`config.mk`:
```
export PLATFORM = sky130hd
export DESIGN_NAME = first_fit_task_dispatcher
export DESIGN_NICKNAME = d
export VERILOG_FILES = /design/src/rtl/ffd_pkg.sv /design/src/rtl/ffd_cell.sv /design/src/rtl/first_fit_task_dispatcher.sv
export SDC_FILE = /design/constraint.sdc
export NUM_CORES = 1
export LEC_CHECK = 0
export BUFFER_PORTS_ARGS = -buffer_cell sky130_fd_sc_hd__buf_2
export CAP_MARGIN = 20
export CORE_MARGIN = 2
export CORE_UTILIZATION = 50
export DETAILED_ROUTE_END_ITERATION = 7
export PLACE_DENSITY = 0.71
export SYNTH_ARGS = -nofsm -noshare
export SYNTH_HDL_FRONTEND = slang
export SYNTH_SLANG_ARGS = --single-unit
```
`constraint.sdc`:
```
create_clock -name clk -period 3.6 [get_ports clk]
set_input_delay 0.54 -clock clk [delete_from_list [all_inputs] [get_ports clk]]
set_output_delay 0.54 -clock clk [all_outputs]
set_load 0.02 [all_outputs]
```
`src/rtl/ffd_pkg.sv`:
```
// Shared types and constants for the first-fit task dispatcher.
// No dependencies; every other file in rtl imports this package.
package ffd_pkg;

    // Sizing of the task queue and the agent pool.
    localparam int QUEUE_DEPTH = 16;
    localparam int MAX_AGENTS  = 16;

    // Index and count widths that follow from the queue depth.
    localparam int SLOT_W = (QUEUE_DEPTH > 1) ? $clog2(QUEUE_DEPTH) : 1;
    localparam int CNT_W  = $clog2(QUEUE_DEPTH + 1);

    // Command kinds; the remaining code is ignored.
    typedef enum logic [1:0] {
        KIND_CLEAR  = 2'd0,
        KIND_APPEND = 2'd1,
        KIND_OFFER  = 2'd2
    } kind_t;

    // One command transfer.
    typedef struct packed {
        logic [1:0]  kind;
        logic [15:0] task_handle;
        logic        pool_wide;
        logic [15:0] eligible_mask;
        logic [3:0]  agent_index;
        logic        turn_ready;
        logic        attached;
        logic        blocking;
        logic        mail_waiting;
        logic        in_flight;
    } cmd_t;

    // One assignment result.
    typedef struct packed {
        logic [3:0]  assigned_agent;
        logic [3:0]  task_slot;
        logic [15:0] assigned_handle;
    } result_t;

    // Task contents held by one queue slot.
    typedef struct packed {
        logic [15:0] handle;
        logic        pool_wide;
        logic [15:0] mask;
    } slot_t;

    // Search token that walks the cell chain, one cell per cycle.
    typedef struct packed {
        logic        active;
        logic        found;
        logic [3:0]  agent;
        logic [3:0]  slot;
        logic [15:0] handle;
    } probe_t;

endpackage

```
`src/rtl/ffd_cell.sv`:
```
// One queue slot of the dispatcher chain: holds a task and its claim mark.
// Depends on ffd_pkg for the slot and probe types.
module ffd_cell (
    input  logic                       clk,
    input  logic                       rst_n,
    input  logic [ffd_pkg::SLOT_W-1:0] slot_idx,
    input  logic                       clear,
    input  logic                       wr_en,
    input  ffd_pkg::slot_t             wr_data,
    input  ffd_pkg::probe_t            probe_in,
    output ffd_pkg::probe_t            probe_out
);
    import ffd_pkg::*;

    slot_t  slot_reg;
    logic   valid_reg;
    logic   valid_next;
    logic   claimed_reg;
    logic   claimed_next;
    probe_t probe_reg;
    probe_t probe_next;
    logic   allows;
    logic   hit;

    // The task accepts the agent if it is pool-wide or the agent's mask bit is set.
    assign allows = slot_reg.pool_wide | slot_reg.mask[probe_in.agent];
    assign hit    = probe_in.active & ~probe_in.found & valid_reg & ~claimed_reg & allows;

    // Claim on the first fit, otherwise pass the token on unchanged.
    always_comb
    begin
        probe_next   = probe_in;
        valid_next   = valid_reg;
        claimed_next = claimed_reg;
        if (clear)
        begin
            valid_next   = 1'b0;
            claimed_next = 1'b0;
        end
        else if (wr_en)
        begin
            valid_next   = 1'b1;
            claimed_next = 1'b0;
        end
        else if (hit)
        begin
            claimed_next     = 1'b1;
            probe_next.found = 1'b1;
            probe_next.slot  = 4'(slot_idx);
            probe_next.handle = slot_reg.handle;
        end
    end

    // Control state with reset.
    always_ff @(posedge clk or negedge rst_n)
    begin
        if (!rst_n)
        begin
            valid_reg   <= 1'b0;
            claimed_reg <= 1'b0;
            probe_reg   <= '0;
        end
        else
        begin
            valid_reg   <= valid_next;
            claimed_reg <= claimed_next;
            probe_reg   <= probe_next;
        end
    end

    // Task payload, written on append only.
    always_ff @(posedge clk)
    begin
        if (wr_en)
        begin
            slot_reg <= wr_data;
        end
    end

    assign probe_out = probe_reg;

endmodule

```
`src/rtl/first_fit_task_dispatcher.sv`:
```
// Top level of the first-fit task dispatcher: command decode, queue count
// and the chain of ffd_cell slots. Depends on ffd_pkg and ffd_cell.
//
//  channel   | handshake               | payload
//  ----------+-------------------------+---------------------
//  command   | start in, busy out      | cmd (ffd_pkg::cmd_t)
//  result    | result_valid out        | result (ffd_pkg::result_t)
//
// Clear and append commands never raise busy.
// A ready agent offer sends a token down the chain of QUEUE_DEPTH cells, one cell
// per cycle; the result (or nothing) is transferred as the token leaves the last
// cell, and busy stays high until the token has left, so a new offer cannot be
// taken before the last one is through.
// Reset empties the queue and clears all claim marks; task payloads are not reset.
// The result is shown for one cycle only and the receiver cannot stall it.
module first_fit_task_dispatcher (
    input  logic             clk,
    input  logic             rst_n,
    input  logic             start,
    output logic             busy,
    input  ffd_pkg::cmd_t    cmd,
    output logic             result_valid,
    output ffd_pkg::result_t result
);
    import ffd_pkg::*;

    logic                   accept;
    logic                   agent_ok;
    logic                   do_clear;
    logic                   do_append;
    logic                   do_offer;
    logic [CNT_W-1:0]       count_reg;
    logic [CNT_W-1:0]       count_next;
    logic                   busy_reg;
    logic                   busy_next;
    slot_t                  wr_data;
    probe_t                 chain [0:QUEUE_DEPTH];
    logic [QUEUE_DEPTH-1:0] wr_en;
    logic [QUEUE_DEPTH-1:0] probe_active;

    // Command decode.
    assign accept    = start & ~busy_reg;
    assign agent_ok  = (32'(cmd.agent_index) < MAX_AGENTS) & cmd.turn_ready & ~cmd.attached
                     & ~cmd.blocking & ~cmd.mail_waiting & ~cmd.in_flight;
    assign do_clear  = accept & (cmd.kind == KIND_CLEAR);
    assign do_append = accept & (cmd.kind == KIND_APPEND) & (32'(count_reg) < QUEUE_DEPTH);
    assign do_offer  = accept & (cmd.kind == KIND_OFFER) & agent_ok;

    assign wr_data.handle    = cmd.task_handle;
    assign wr_data.pool_wide = cmd.pool_wide;
    assign wr_data.mask      = cmd.eligible_mask;

    // Token launched into the first cell on an offer transfer.
    always_comb
    begin
        chain[0]        = '0;
        chain[0].active = do_offer;
        chain[0].agent  = cmd.agent_index;
    end

    // Queue count and busy flag.
    always_comb
    begin
        count_next = count_reg;
        if (do_clear)
        begin
            count_next = '0;
        end
        else if (do_append)
        begin
            count_next = count_reg + CNT_W'(1);
        end
        busy_next = busy_reg ? ~chain[QUEUE_DEPTH].active : do_offer;
    end

    always_ff @(posedge clk or negedge rst_n)
    begin
        if (!rst_n)
        begin
            count_reg <= '0;
            busy_reg  <= 1'b0;
        end
        else
        begin
            count_reg <= count_next;
            busy_reg  <= busy_next;
        end
    end

    // Row of slot cells; the token passes from each cell to the next.
    for (genvar i = 0; i < QUEUE_DEPTH; i++)
    begin : g_cell
        assign wr_en[i]        = do_append & (count_reg == CNT_W'(i));
        assign probe_active[i] = chain[i+1].active;

        ffd_cell u_cell (
            .clk       (clk),
            .rst_n     (rst_n),
            .slot_idx  (SLOT_W'(i)),
            .clear     (do_clear),
            .wr_en     (wr_en[i]),
            .wr_data   (wr_data),
            .probe_in  (chain[i]),
            .probe_out (chain[i+1])
        );
    end

    // Result from the token leaving the last cell.
    assign busy                   = busy_reg;
    assign result_valid           = chain[QUEUE_DEPTH].active & chain[QUEUE_DEPTH].found;
    assign result.assigned_agent  = chain[QUEUE_DEPTH].agent;
    assign result.task_slot       = chain[QUEUE_DEPTH].slot;
    assign result.assigned_handle = chain[QUEUE_DEPTH].handle;

    // A result only appears while an offer is being searched.
    a_result_busy: assert property (@(posedge clk) disable iff (!rst_n)
        result_valid |-> busy_reg)
        else $error("result without an offer in progress");

    // At most one token travels the chain.
    a_one_token: assert property (@(posedge clk) disable iff (!rst_n)
        $onehot0(probe_active))
        else $error("more than one search token in the chain");

    // The queue never holds more tasks than it has slots.
    a_count_range: assert property (@(posedge clk) disable iff (!rst_n)
        32'(count_reg) <= QUEUE_DEPTH)
        else $error("queue count beyond depth");

    // A ready offer makes the block busy in the next cycle.
    a_offer_busy: assert property (@(posedge clk) disable iff (!rst_n)
        do_offer |=> busy_reg)
        else $error("offer transfer did not start a search");

endmodule
```
Yosys cells after proc, flatten, opt, wreduce, memory -nomap -nowiden
Index checks and enable logic that the tools add are counted.
- $add $sub $neg: 1
- $lt $le $gt $ge: 17
- eq/ne operators: 17
- mux-type cells: 211
- bitwise logic cells: 143
- reduce and logical (&&, ||, !) cells: 35
- operators with widths (kind ; number):
    $mux W20 ; 47
    $mux W1 ; 145
    $and A1 B1 Y1 ; 90
    $lt A4 B5 Y1 const B ; 16
    $bmux W1 S4 ; 16
    $reduce_bool A3 Y1 ; 16
    $eq A5 B4 Y1 const B ; 8
    $not A1 Y1 ; 37
    $reduce_bool A2 Y1 ; 17
    $eq A5 B3 Y1 const B ; 4
    $mux W16 ; 1
    $or A1 B1 Y1 ; 16
    $eq A5 B2 Y1 const B ; 2
    $mux W5 ; 2
    $add A5 B1 Y5 const B ; 1
    $eq A5 B1 Y1 const B ; 1
    $logic_not A5 Y1 ; 1
    $lt A5 B5 Y1 const B ; 1
    $eq A2 B1 Y1 const B ; 1
    $eq A2 B2 Y1 const B ; 1
    $logic_not A2 Y1 ; 1
- register bits after elaboration: 982
- bits of input ports: 47
- output and inout port bits: 26
- logic and storage cells: 586

Longest topological paths before layout
Gate-level depths: netlist of run 1.
- depth in word-level cells: 12
- mapped depth: 9

By module
A second synthesis of run 1 with hierarchy kept.
- cell total of the unflattened synthesis: 1729
- area total of the unflattened synthesis: 36107.1 µm²
- by module, submodules not included (module ; instances ; cells each ; area an instance (µm²) ; sequential area each (µm²)):
    ffd_cell ; 16 ; 104 ; 2220.9 ; 1691.6
    first_fit_task_dispatcher ; 1 ; 65 ; 573.0 ; 150.1

Worst setup path before layout of run 1
No wires, ideal clock.
- path type: input to register
- from: input start
- to: register g_cell[4].u_cell.probe_reg, in the netlist g_cell[4].u_cell.probe_out[11]
- data arrival time: 2.725 ns
- data required time: 3.475 ns
- slack: 0.750 ns
- stages on the path: 6
- buffers on the path: 1
- path through: nor4bb_1 > and3_1 > nor3_1 > o31ai_2 > buf_2 > mux2_2
- RTL lines (what ; line ; text):
    start, declared ; first_fit_task_dispatcher.sv:19 ; input logic start,
    end signal, assigned ; ffd_cell.sv:67 ; probe_reg <= probe_next;
    end, declared ; ffd_cell.sv:20 ; probe_t probe_reg;

==> out/summary.txt, run 1 <==
DPL Wire Length = 34,860 µm
Die X = 264.3 µm
max cap viols = 0
endpoints failing hold = 0
final worst slack = 808.5 ps
H-tree depth = 3
initial antenna violation count = 2
WL/cell = 20.31 µm
Routed Antenna Nets = 0
Worst Tran Pin Value = 993.9 ps
post-route cell area = 38,140 µm²
largest net degree at the start of global routing = 76
Synth area leader = edfxtp_1
Area Growth Syn to Fin = 12.57%
Startpoint Class = flip-flop
EDFF count, synth = 528
vias in the first global route = 16.06k
Post-synth top flop = edfxtp_1
first drt pass iteration count = 5
Post-Place Cell Area = 35,220 µm²
GRT Residual Overflow = 0
clock tree sinks = 967
Avg Inst Size Synth = 19.57 µm²
VDD IR-drop max = 352.4 µV
Fmax achieved = 0.3582 GHz
Power Density = 560.8 nW/µm²
drt initial violations = 1,280
RSZ-0062 raised after global routing = false
Async S/R FF share, synth = 45.40%
Finish-stage setup viols = 0
Synth Net Count = 1,783
Synth Register Bits = 967
status = finished, final reports clean
Netlist cell types = 65
Hold Path Class = primary input to flip-flop
WP data required = 4140 ps
Seq/Total Area, Yosys = 79.21%
DR vias = 14.99k
DIE HEIGHT = 264.3 µm
Clk pin slew, worst setup/hold paths = 60 ps
fill count = 4,877
Final Slew Violations = 0
detailed-route wire length = 57,160 µm
total CTS buffers = 92
Crit Path Category = flip-flop to flip-flop
maximum fanout along the worst path = 18
r2r setup slk = 810 ps
fin util = 56.79%
Slew Limit Headroom = 33.74%
top post-synthesis cells by area = edfxtp_1 47%, dfrtp_1 32%, mux2_2 6.2%, mux4_2 2.5%, mux2_4 1.8%
crit end category = flip-flop
Tcrit/Tclk final = 77.54%
Clock Latency Late Sink = 620 ps
clk_skew = 21.80 ps
Synth Cell Area = 33,880 µm²
detailed-route DRC error count = 0
count leader, synth = edfxtp_1
Worst EP arrival = 3330 ps
Leak = 0.01573 µW
die area = 69,870 µm²
core area = 67,160 µm²
cells resized by post-CTS repair = 0
max reg flops = 528
Placer Congestion = 0.7809
Syn Inst Count = 1,731
Vias/cell = 5.326
setup_tns = 0 ps
Net count, final = 1,915
Tmin final = 2792 ps
PortBufs = 72
synth cell count leaders = 528 x edfxtp_1, 439 x dfrtp_1, 186 x mux2_2
site row count = 95
CTS tree = done
Yosys warnings = 0
Global Route Usage Sum = 17.00%
clock tree root driver cell = clkbuf_16
io pins = 73
Synth top area share = 46.79%
dpl ws = 663.6 ps
first-pass GRT wire length = 91,510 µm
Clock Path Buffers = 3
Starting Density = 50.45%
layout cells sized above 1 = 29.76%
cells by family after synthesis:
group	synth area share (%)
DFF	79.21
muxes	12.39
and+or+nand+nor	3.973
buffers and inverters	1.828
AOI/OAI and AO/OA	2.337
adders and majority gates	0.1846
xor gates and xnor gates	0.07756
through the flow:
| stage | hold slack, ps | total power, µW | cells |
|---|---|---|---|
| global placement | 352.6 | 12450 | 2641 |
| detailed placement | 356.6 | 12460 | 2641 |
| global route | 21.52 | 22130 | 2813 |
| floorplan | 244.4 | 12130 | 1731 |
| finish | 47.09 | 21390 | 2814 |
| CTS | 17.66 | 21600 | 2812 |
final timing paths:
| check | from | end | cells past startpoint |
|---|---|---|---|
| max in group asynchronous | rst_n | g_cell[3].u_cell.probe_out[1] | 4 |
| worst max register to register | busy | g_cell[0].u_cell.probe_out[8] | 4 |
| worst max-delay path | busy | g_cell[0].u_cell.probe_out[8] | 4 |
| worst min register to register | g_cell[8].u_cell.probe_out[25] | g_cell[9].u_cell.probe_out[25] | 0 |
| worst min-delay path | cmd[8] | g_cell[0].u_cell.probe_out[23] | 1 |
| min in group asynchronous | rst_n | g_cell[13].u_cell.probe_out[23] | 2 |
where the power goes:
group          internal, µW  switching [µW]  total, µW
clock                  5310            3850       9160
combinational           119             309        428
sequential            11700            70.1      11800
final cells by class:
| type | count | area, µm² | area share [%] |
|---|---|---|---|
| diodes | 2 | 5.005 | 0.01312 |
| clock buffers | 140 | 2699 | 7.076 |
| clock inverters | 30 | 206.4 | 0.5413 |
| inverters | 31 | 116.4 | 0.3051 |
| multi-input cells | 661 | 6461 | 16.94 |
| flip-flops and latches | 967 | 26840 | 70.37 |
| well taps | 873 | 1092 | 2.864 |
| repair buffers | 110 | 720.7 | 1.890 |
worst max-delay path, stage by stage, from the launching register on:
cell	delay, ps
dfrtp_1	490
nor2b_1	580
nand3_1	580
nor4b_4	830
and2_1	230
cell usage in the layout, fill, tap and decap left out, types with 31 or more instances in the layout:
cell / instances
edfxtp_1: 528
dfrtp_1: 439
mux2_2: 186
clkbuf_16: 97
buf_2: 71
nor2_1: 48
or2_2: 42
mux2_4: 40
mux4_2: 38
clkbuf_1: 32
buf_4: 32
inv_1: 31
timing repair:
action                    in CTS  in global routing
hold buffers                   1                  0
hold endpoints to repair      57                  0
setup buffers                  0                  0
layer usage:
layer	GRT usage, %	up-vias	part of all wire (%)
met4	5.636	0	2.9
met5	0	-	0
li1	-	6711	-
met1	23.20	7805	43
met3	3.216	108	5.1
met2	27.84	363	49
No activity file was read; power rests on OpenSTA's default activity.
==> inputs of run 2 (changes only) <==
--- a/config.mk
+++ b/config.mk
@@ -10,7 +10,7 @@
 export CORE_MARGIN = 2
 export CORE_UTILIZATION = 50
 export DETAILED_ROUTE_END_ITERATION = 7
-export PLACE_DENSITY = 0.71
+export PLACE_DENSITY = 0.73
 export SYNTH_ARGS = -nofsm -noshare
 export SYNTH_HDL_FRONTEND = slang
 export SYNTH_SLANG_ARGS = --single-unit
==> constraint.sdc (replaced) <==
create_clock -name clk -period 2.3 [get_ports clk]
set_input_delay 0.345 -clock clk [delete_from_list [all_inputs] [get_ports clk]]
set_output_delay 0.345 -clock clk [all_outputs]
set_load 0.02 [all_outputs]
==> run 2 against run 1 <==
Compared with the run above: the flow now finishes with violations (setup timing); clock power up 60%; first-iteration DRC count down 0.16%; via count increased by 2.7%; die area is the same; critical path depth rose by 1; register-to-register slack got worse by 840 ps; non-clock buffer count is 63 higher; largest power group unchanged; largest cell class unchanged; final cell count grew 2.1%; highest routed layer unchanged; worst hold slack improved by 36 ps; fmax rose by 20%.
==> out/summary.txt, run 2 (synthesized netlist as in run 1, its figures left out) <==
PortBufs = 72
VDD IR-drop max = 498.4 µV
clk_skew = 23.65 ps
Startpoint Class = flip-flop
DP Cell Count = 2,690
Slew Limit Headroom = 42.40%
Vias/cell = 5.357
total CTS buffers = 91
Area Growth Syn to Fin = 15.70%
layout cells sized above 1 = 33.53%
Die X = 264.3 µm
failing checks = setup timing
initial antenna violation count = 1
WP data required = 2800 ps
final worst slack = -29.05 ps
first drt pass iteration count = 5
Leak = 0.01614 µW
CTS tree = done
drt initial violations = 1,278
fill count = 4,658
endpoints failing hold = 0
crit end category = flip-flop
H-tree depth = 3
Starting Density = 50.45%
first-pass GRT wire length = 95,560 µm
Clock Path Buffers = 3
Most common cell on crit path = mux2_2
CP max-delay cell = o311ai_0
Clock Latency Late Sink = 640 ps
vias in the first global route = 16.64k
Worst EP arrival = 2830 ps
Power Density = 864.1 nW/µm²
status = finished, violations left
Tmin final = 2329 ps
Finish-stage setup viols = 18
DPL Wire Length = 36,250 µm
Post-Place Cell Area = 35,900 µm²
post-route cell area = 39,200 µm²
Placer Congestion = 0.8756
largest net degree at the start of global routing = 68
register area = 26,850 µm²
R2R cell count = 5
area of the multi-input gates = 6651 µm²
commonest non-fill, non-tap cell in the layout = edfxtp_1
Antenna diodes = 0
Final Slew Violations = 0
fin util = 58.38%
post-route insts no fill = 2,874
Clk pin slew, worst setup/hold paths = 60 ps
DIE HEIGHT = 264.3 µm
detailed-route wire length = 60,590 µm
core area = 67,160 µm²
Global Route Usage Sum = 17.78%
io pins = 73
clock tree sinks = 967
WL/cell = 21.08 µm
die area = 69,870 µm²
GRT Residual Overflow = 0
Hold Path Class = primary input to flip-flop
CP peak stage delay = 710 ps
Routed Antenna Nets = 0
Net count, final = 1,979
max reg flops = 528
critical-path cell list = mux2_2 -> o311ai_0 -> a21oi_2 -> buf_12 -> mux2_2
Fmax achieved = 0.4294 GHz
Tcrit/Tclk final = 101.3%
Crit Path Category = flip-flop to flip-flop
max cap viols = 0
Hold Path Depth = 3
DR vias = 15.40k
detailed-route DRC error count = 0
Worst Tran Pin Value = 853.2 ps
maximum fanout along the worst path = 22
site row count = 95
clock tree root driver cell = clkbuf_16
Final Power = 33,880 µW
most frequent cells in the layout = 528 x edfxtp_1, 431 x dfrtp_1, 186 x mux2_2
run 2: cell types whose count changed in the layout (fill, tap and decap cells not counted), moves of 5 or more:
cell       previous run  this run
dfrtp_1             439       431
clkinv_1              7        13
dfrtp_2               0         8
and3_4                0         5
mux2_1               26        18
bufinv_16             2         7
buf_12                5        30
buf_4                32        63
mux2_4               40        48
clkbuf_1             32        24
run 2: area by class of cell:
class	instances	share of cell area (%)
clock buffer	127	6.575
multi-input combinational	663	16.97
timing repair buffer	173	3.938
inverter	31	0.2968
tap	873	2.786
clock inverter	40	0.9479
sequential	967	68.49
run 2: layer usage:
layer  GRT usage [%]  up-vias  routed length, µm
met3           3.803      107               3127
li1                -     6834                  -
met2           29.35      369              30520
met4           5.958        0               1557
met1           23.73     8087              25380
met5               0        -                  0
run 2: worst paths after layout:
check / from / to / slack (ps)
setup / recovery: g_cell[9].u_cell.probe_out[22] / g_cell[10].u_cell.probe_out[2] / -30
hold / removal: cmd[43] / count_reg[4] / 80
setup reg to reg: g_cell[9].u_cell.probe_out[22] / g_cell[10].u_cell.probe_out[2] / -30
hold reg to reg: g_cell[7].u_cell.probe_out[25] / g_cell[8].u_cell.probe_out[25] / 360
max in group asynchronous: rst_n / g_cell[6].u_cell.probe_out[7] / 1180
min in group asynchronous: rst_n / g_cell[10].u_cell.probe_out[11] / 280
run 2: timing repair:
action,4_1_cts,5_1_grt
gates cloned,2,1
setup buffers,5,5
hold buffers,5,0
hold endpoints to repair,44,0
pin swaps,3,7
gates resized for setup,14,26
setup endpoints to repair,109,248
run 2: where the power goes:
group          total, µW  switching [µW]  internal [µW]
sequential         18500             103          18400
combinational        758             520            238
clock              14700            6060           8600
run 2: worst max-delay path, delay by kind of cell (launching register included):
| kind | cells | cell delay, ps |
|---|---|---|
| buf+inv | 1 | 210 |
| compound gates | 2 | 860 |
| mux | 2 | 640 |
| flops | 1 | 470 |
run 2: per-stage QoR:
stage                     setup slack (ps)  hold slack [ps]  TNS, ps
after floorplan                     -137.6            49.41    -4548
after global placement              -286.5            324.9    -6179
after detailed placement            -381.9            328.5    -9844
after CTS                            3.800            49.80        0
after global routing                -10.92            95.93   -37.54
final                               -29.05            82.97   -328.8
